`config.mk`:
```
export PLATFORM = sky130hd
export DESIGN_NAME = fca_ctrl
export DESIGN_NICKNAME = d
export VERILOG_FILES = /design/src/hdl/fca_pkg.sv /design/src/hdl/fca_ctrl.sv
export SDC_FILE = /design/constraint.sdc
export NUM_CORES = 1
export LEC_CHECK = 0
export BUFFER_PORTS_ARGS = -buffer_cell sky130_fd_sc_hd__buf_4
export CORE_ASPECT_RATIO = 1.1
export CORE_MARGIN = 3
export CORE_UTILIZATION = 40
export DETAILED_ROUTE_END_ITERATION = 10
export SETUP_SLACK_MARGIN = 0.3
export SLEW_MARGIN = 0
export SYNTH_ARGS = -nofsm -noshare
export SYNTH_HDL_FRONTEND = slang
export SYNTH_SLANG_ARGS = --single-unit
```
`constraint.sdc`:
```
create_clock -name clk -period 3.7 [get_ports clk]
set_input_delay 0.555 -clock clk [delete_from_list [all_inputs] [get_ports clk]]
set_output_delay 0.555 -clock clk [all_outputs]
set_load 0.01 [all_outputs]
```
`src/hdl/fca_pkg.sv`:
```
package fca_pkg;

	// table geometry
	localparam int MAX_ENTRIES = 8192;
	localparam int ADDR_W = $clog2(MAX_ENTRIES);
	localparam int CNT_W = 14;
	localparam int IDX_W = 16;
	localparam int STEP_W = 13;
	localparam logic [IDX_W-1:0] FAT_EOC = 16'hFFFF;
	localparam logic [CNT_W-1:0] MAX_CNT = CNT_W'(MAX_ENTRIES);
	localparam logic [CNT_W-1:0] CFG_RESET = 14'd8192;

	// operation codes
	typedef enum logic [2:0] {
		OP_ALLOC = 3'd0,
		OP_FREE  = 3'd1,
		OP_WALK  = 3'd2,
		OP_WRITE = 3'd3,
		OP_READ  = 3'd4
	} op_t;

	// result status codes
	typedef enum logic [1:0] {
		STS_OK    = 2'd0,
		STS_FULL  = 2'd1,
		STS_RANGE = 2'd2,
		STS_EARLY = 2'd3
	} status_t;

	// one request
	typedef struct packed {
		logic [2:0]        operation;
		logic [IDX_W-1:0]  index;
		logic [IDX_W-1:0]  tail_index;
		logic [IDX_W-1:0]  entry_value;
		logic [STEP_W-1:0] steps;
	} req_t;

	// one result
	typedef struct packed {
		logic [1:0]       status;
		logic [IDX_W-1:0] block_index;
		logic [IDX_W-1:0] read_value;
		logic [CNT_W-1:0] used_count;
	} res_t;

	// table access from the sequencer
	typedef struct packed {
		logic              we;
		logic [ADDR_W-1:0] waddr;
		logic [IDX_W-1:0]  wdata;
		logic [ADDR_W-1:0] raddr;
	} mem_req_t;

	// index names a data block: 1 .. count-1
	function automatic logic is_block(input logic [IDX_W-1:0] i, input logic [CNT_W-1:0] n);
		return (i != '0) && (i < IDX_W'(n));
	endfunction

endpackage

```
`src/hdl/fca_ctrl.sv`:
```
module fca_ctrl
	import fca_pkg::*;
(
	input  logic             clk,
	input  logic             arst_n,
	input  logic [CNT_W-1:0] count,
	input  logic             start,
	input  req_t             req,
	output logic             idle,
	input  logic             out_free,
	output logic             done,
	output res_t             res,
	output mem_req_t         mem_req,
	input  logic [IDX_W-1:0] rd_data
);

	typedef enum logic [10:0] {
		S_IDLE      = 11'b00000000001,
		S_DISPATCH  = 11'b00000000010,
		S_SCAN      = 11'b00000000100,
		S_ALLOC_WR  = 11'b00000001000,
		S_TAIL_RD   = 11'b00000010000,
		S_TAIL_WR   = 11'b00000100000,
		S_FREE_RD   = 11'b00001000000,
		S_FREE_WR   = 11'b00010000000,
		S_WALK      = 11'b00100000000,
		S_ENTRY_WR  = 11'b01000000000,
		S_DONE      = 11'b10000000000
	} state_t;

	state_t            state_q, state_d;
	req_t              req_q;
	logic [IDX_W-1:0]  cur_q, cur_d;
	logic [STEP_W-1:0] k_q, k_d;
	logic [CNT_W-1:0]  scan_q, scan_d;
	logic [ADDR_W-1:0] look_q, look_d;
	logic              look_vld_q, look_vld_d;
	logic [ADDR_W-1:0] found_q, found_d;
	logic [CNT_W-1:0]  used_q, used_d;
	logic              read_op_q, read_op_d;
	logic [1:0]        sts_q, sts_d;
	logic [IDX_W-1:0]  blk_q, blk_d;
	logic [IDX_W-1:0]  rdv_q, rdv_d;
	logic [STEP_W-1:0] k_inc;

	function automatic logic [CNT_W-1:0] cnt_up(input logic [CNT_W-1:0] u,
		input logic [CNT_W-1:0] n);
		return (u < n) ? u + 1'b1 : u;
	endfunction

	function automatic logic [CNT_W-1:0] cnt_down(input logic [CNT_W-1:0] u);
		return (u != '0) ? u - 1'b1 : u;
	endfunction

	assign k_inc = k_q + 1'b1;

	// sequencer: next state, table access and bookkeeping
	always_comb begin
		state_d = state_q;
		cur_d = cur_q;
		k_d = k_q;
		scan_d = scan_q;
		look_d = look_q;
		look_vld_d = look_vld_q;
		found_d = found_q;
		used_d = used_q;
		read_op_d = read_op_q;
		sts_d = sts_q;
		blk_d = blk_q;
		rdv_d = rdv_q;
		mem_req = '0;
		done = 1'b0;
		unique case (state_q)
			S_IDLE: begin
				if (start) begin
					state_d = S_DISPATCH;
				end
			end
			S_DISPATCH: begin
				sts_d = STS_OK;
				blk_d = '0;
				rdv_d = '0;
				read_op_d = 1'b0;
				state_d = S_DONE;
				unique case (req_q.operation)
					OP_ALLOC: begin
						if (req_q.tail_index != FAT_EOC && !is_block(req_q.tail_index, count)) begin
							sts_d = STS_RANGE;
						end else if (used_q >= count) begin
							sts_d = STS_FULL;
						end else begin
							scan_d = CNT_W'(1);
							look_vld_d = 1'b0;
							state_d = S_SCAN;
						end
					end
					OP_FREE: begin
						if (!is_block(req_q.index, count)) begin
							sts_d = STS_RANGE;
						end else begin
							cur_d = req_q.index;
							state_d = S_FREE_RD;
						end
					end
					OP_WALK: begin
						if (!is_block(req_q.index, count)) begin
							sts_d = STS_RANGE;
						end else if (req_q.steps == '0) begin
							blk_d = req_q.index;
						end else begin
							mem_req.raddr = req_q.index[ADDR_W-1:0];
							cur_d = req_q.index;
							k_d = '0;
							state_d = S_WALK;
						end
					end
					OP_WRITE: begin
						if (!is_block(req_q.index, count)) begin
							sts_d = STS_RANGE;
						end else begin
							mem_req.raddr = req_q.index[ADDR_W-1:0];
							state_d = S_ENTRY_WR;
						end
					end
					OP_READ: begin
						if (req_q.index >= IDX_W'(count)) begin
							sts_d = STS_RANGE;
						end else begin
							mem_req.raddr = req_q.index[ADDR_W-1:0];
							read_op_d = 1'b1;
						end
					end
					default: begin
						sts_d = STS_RANGE;
					end
				endcase
			end
			// one entry issued per cycle, checked in the cycle after
			S_SCAN: begin
				if (look_vld_q && rd_data == '0) begin
					found_d = look_q;
					state_d = S_ALLOC_WR;
				end else if (scan_q < count) begin
					mem_req.raddr = scan_q[ADDR_W-1:0];
					look_d = scan_q[ADDR_W-1:0];
					look_vld_d = 1'b1;
					scan_d = scan_q + 1'b1;
				end else begin
					look_vld_d = 1'b0;
					if (!look_vld_q) begin
						sts_d = STS_FULL;
						state_d = S_DONE;
					end
				end
			end
			S_ALLOC_WR: begin
				mem_req.we = 1'b1;
				mem_req.waddr = found_q;
				mem_req.wdata = FAT_EOC;
				used_d = cnt_up(used_q, count);
				blk_d = IDX_W'(found_q);
				if (req_q.tail_index == FAT_EOC) begin
					state_d = S_DONE;
				end else begin
					state_d = S_TAIL_RD;
				end
			end
			// tail read after the new entry is written, it may be the same entry
			S_TAIL_RD: begin
				mem_req.raddr = req_q.tail_index[ADDR_W-1:0];
				state_d = S_TAIL_WR;
			end
			S_TAIL_WR: begin
				mem_req.we = 1'b1;
				mem_req.waddr = req_q.tail_index[ADDR_W-1:0];
				mem_req.wdata = IDX_W'(found_q);
				if (rd_data == '0) begin
					used_d = cnt_up(used_q, count);
				end
				state_d = S_DONE;
			end
			S_FREE_RD: begin
				mem_req.raddr = cur_q[ADDR_W-1:0];
				state_d = S_FREE_WR;
			end
			S_FREE_WR: begin
				mem_req.we = 1'b1;
				mem_req.waddr = cur_q[ADDR_W-1:0];
				mem_req.wdata = '0;
				if (rd_data != '0) begin
					used_d = cnt_down(used_q);
				end
				if (rd_data == FAT_EOC) begin
					state_d = S_DONE;
				end else if (!is_block(rd_data, count)) begin
					sts_d = STS_RANGE;
					state_d = S_DONE;
				end else begin
					cur_d = rd_data;
					state_d = S_FREE_RD;
				end
			end
			// one link per cycle, next read issued from the link just read
			S_WALK: begin
				if (rd_data == FAT_EOC) begin
					sts_d = STS_EARLY;
					blk_d = cur_q;
					state_d = S_DONE;
				end else if (!is_block(rd_data, count)) begin
					sts_d = STS_RANGE;
					state_d = S_DONE;
				end else begin
					cur_d = rd_data;
					k_d = k_inc;
					if (k_inc == req_q.steps) begin
						blk_d = rd_data;
						state_d = S_DONE;
					end else begin
						mem_req.raddr = rd_data[ADDR_W-1:0];
					end
				end
			end
			S_ENTRY_WR: begin
				mem_req.we = 1'b1;
				mem_req.waddr = req_q.index[ADDR_W-1:0];
				mem_req.wdata = req_q.entry_value;
				if (rd_data == '0 && req_q.entry_value != '0) begin
					used_d = cnt_up(used_q, count);
				end else if (rd_data != '0 && req_q.entry_value == '0) begin
					used_d = cnt_down(used_q);
				end
				state_d = S_DONE;
			end
			S_DONE: begin
				if (read_op_q) begin
					rdv_d = rd_data;
					read_op_d = 1'b0;
				end
				if (out_free && !read_op_q) begin
					done = 1'b1;
					state_d = S_IDLE;
				end
			end
			default: begin
				state_d = S_IDLE;
			end
		endcase
	end

	// control registers
	always_ff @(posedge clk or negedge arst_n) begin
		if (!arst_n) begin
			state_q <= S_IDLE;
			used_q <= CNT_W'(1);
			look_vld_q <= 1'b0;
			read_op_q <= 1'b0;
		end else begin
			state_q <= state_d;
			used_q <= used_d;
			look_vld_q <= look_vld_d;
			read_op_q <= read_op_d;
		end
	end

	// working registers
	always_ff @(posedge clk) begin
		if (start && state_q == S_IDLE) begin
			req_q <= req;
		end
		cur_q <= cur_d;
		k_q <= k_d;
		scan_q <= scan_d;
		look_q <= look_d;
		found_q <= found_d;
		sts_q <= sts_d;
		blk_q <= blk_d;
		rdv_q <= rdv_d;
	end

	assign idle = (state_q == S_IDLE);
	assign res.status = sts_q;
	assign res.block_index = blk_q;
	assign res.read_value = rdv_q;
	assign res.used_count = used_q;

endmodule
```
==> results.cfg <==
[critical_path]
startpoint_type = register
path_delay_family = simple AND/OR/NAND/NOR gates
crit_arrival_ns = 3.57
r2r_slack_ns = -0.16
crit_fanout = 7
end_kind = output port
cp.required_ns = 3.14
critPathLaunch = k_q[1]
path_buf_inv = 2
path_cells = ha_4 -> xnor2_2 -> xor2_1 -> o21ai_1 -> or4_1 -> or4_4 -> buf_4 -> o311a_4 -> a221o_1 -> buf_6
worst-setup-path-type = reg -> out
r2r_start = k_q[1]
max_stage_delay_ns = 0.57
cpMaxStageDelayCell = or4_4

[clock_tree]
cts_root_buffer = clkbuf_16
cts.htree.levels = 4
cts.sinks = 194
cts_hold_buf = 0
clk_latency_ns = 0.45
cts_tree = built
ctsLongestPathBuffers = 2
cts_made_buffers = 17
clk_pin_slew_worst_paths_ns = 0.07

[global_routing]
grt_pass1_vias = 9233
grt_first_pass_wirelength_um = 55300
grt_overflow = 0
antenna_found_initial = 1
grt_max_degree = 56
track_usage = 0.247

[hold_path]
hp-class = in -> async

[sta]
hold_violations = 0
rsz0062_at_grt = true
relSlewSlack = 0.473
fin_hold_ws_ns = 0.0302
finalWorstSetupSlack_ns = -0.428
fmax_mhz = 242
finalCritPeriodShare = 1.12
period_needed_ns = 4.13
setup_violations = 16
tightest_slew_ns = 0.783
clock_skew_ns = 0.00927
drv_slew = 0

[layout]
antenna_cells = 0
final_util = 0.525
drive_above_1_share = 0.281
fin_area_um2 = 14200
nets = 1398
syn_to_final_growth_pct = 28.7

[synthesis]
postSynthAreaPerCell_um2 = 11.3
synthArstFlopShare = 0.139
ys_seq_area_frac = 0.514
syn_inst = 982
synth_edf_count = 167
yosys_warnings = 0
ys_seq_elements = 194
ys_types = 66
synth_fp_nets = 1152
synthFlopType = edfxtp_1
syn_area_um2 = 11100

[floorplanning]
num_rows = 63
core_area_um2 = 27100
ios = 191
fp.dieW_um = 165
fp.dieArea_um2 = 29700
start_util = 0.408
die_h_um = 180

[route]
wl_um = 37800
wl_per_cell_um = 23.7
first_iter_violations = 1055
vias = 9587
drt-vias-per-instance = 6.00
drc_errors = 0
postRouteAntennaNets = 0
dr.pass1.iters = 8

[placement]
place_ws_ns = -0.0525
dpl.hpwl_um = 27600
port-buffer-count = 190
routabilityCongestion = 0.900
dpl_cell_area_um2 = 13500

[outcome]
status = finished with violations
violations = setup timing

[power_and_ir_drop]
powerDensity_nw_per_um2 = 467
p_leak_uw = 0.00585
irDropWorstVdd_v = 0.000277

[job]
max_cap_violations = 0
[per-layer routing]
layer	vias up	wire length (µm)	track usage
met2	529	17300	0.386
li1	4356	-	-
met4	2	1380	0.0765
met5	-	13	0
met3	98	3790	0.0561
met1	4602	15300	0.341
[through the flow]
stage | cells | setup TNS, ns | total power (µW)
finish | 1598 | -5.60 | 6650
global route | 1598 | -7.32 | 6950
global placement | 1558 | -0.0622 | 4710
floorplan | 982 | 0 | 3960
detailed placement | 1558 | -0.0864 | 4740
CTS | 1594 | -5.34 | 6610
[area by class of cell]
type,count,area (µm²)
Clock buffer,18,429
Tap cell,357,447
Sequential cell,194,5690
Inverter,39,146
Fill cell,2431,12900
Clock inverter,14,131
Multi-Input combinational cell,706,5230
Timing Repair Buffer,270,2170
[flip-flops by register name, indices dropped and copies added (netlist names)]
register and count:
req_q 64, blk_q 16, cur_q 16, rdv_q 16, scan_q 14, used_q 14, found_q 13, k_q 13
look_q 13, state_q 11, sts_q 2, look_vld_q 1, read_op_q 1
[timing repair]
item                                    in CTS  in global routing
gates resized for setup                     21                 10
endpoints found under the setup margin      31                 39
buffers inserted                             3                  3
pin swaps                                    2                 12
gates cloned                                 1                  1
[Yosys cell counts, drive strengths merged, types with 4 or more instances]
| cell type | instances | area share |
|---|---|---|
| nand2 | 57 | 0.019 |
| clkbuf | 38 | 0.013 |
| xor2 | 21 | 0.017 |
| nand2b | 9 | 0.0051 |
| a2111oi | 5 | 0.0040 |
| ha | 72 | 0.081 |
| a222oi | 13 | 0.012 |
| nor4 | 28 | 0.016 |
| a211oi | 9 | 0.0061 |
| nor2b | 10 | 0.0057 |
| nor2 | 77 | 0.026 |
| xnor2 | 20 | 0.016 |
| or3 | 12 | 0.0068 |
| nor3b | 9 | 0.0066 |
| and3 | 14 | 0.0079 |
| nand4 | 27 | 0.016 |
| a22o | 13 | 0.010 |
| dfrtp | 25 | 0.057 |
| buf | 6 | 0.0025 |
| a221o | 52 | 0.047 |
| and4 | 10 | 0.0079 |
| nand3 | 28 | 0.013 |
| o21a | 4 | 0.0027 |
| a21o | 11 | 0.0075 |
| and2 | 23 | 0.013 |
| a31oi | 4 | 0.0023 |
| a21oi | 39 | 0.018 |
| o21ai | 46 | 0.021 |
| inv | 39 | 0.013 |
| or4 | 11 | 0.0081 |
| nor3 | 19 | 0.0086 |
| mux2 | 16 | 0.016 |
| edfxtp | 167 | 0.45 |
[report_power, final]
part / switching [µW] / internal, µW / total [µW]
Combinational: 878 / 716 / 1590
Clock: 871 / 939 / 1810
Sequential: 399 / 2840 / 3240
Total: 2150 / 4500 / 6650
[cell usage in the layout, fill, tap and decap left out, types with 25 or more instances in the layout]
cell	Yosys	routed
a221o_1	52	52
dfrtp_1	25	25
o21ai_0	45	45
a21oi_1	39	38
nand4_1	26	26
nor4_1	28	25
nand3_1	27	27
buf_4	0	247
nand2_1	57	57
nor2_1	77	75
inv_1	39	39
edfxtp_1	167	167
ha_1	72	71
[worst paths after layout]
path                              end  cells after the start
setup / recovery           mem_req[4]                     10
hold / removal              used_q[5]                      1
setup reg to reg           state_q[0]                     12
hold reg to reg            found_q[9]                      0
max in group asynchronous  state_q[0]                      1
min in group clk            req_q[40]                      1
[worst reg2reg max path: stages (launching register included)]
cell and delay (ns):
edfxtp_1 0.44, ha_4 0.20, xnor2_2 0.16, xor2_1 0.16, o21ai_1 0.09, or4_1 0.52, or4_4 0.57, buf_4 0.18
o311a_4 0.36, buf_4 0.17, buf_4 0.15, or4_4 0.55, o32ai_4 0.24
[cells by family (layout without fill, tap and decap cells)]
family	count (synthesis)	in the layout	share of synthesized area
adders and majority gates	72	72	0.0814
muxes	18	18	0.0181
xor gates and xnor gates	41	41	0.0324
buffers and inverters	83	341	0.0286
and+or+nand+nor	345	345	0.168
AOI/OAI and AO/OA	229	230	0.157
DFF	194	194	0.514
Power figures use the tool's default switching activity.
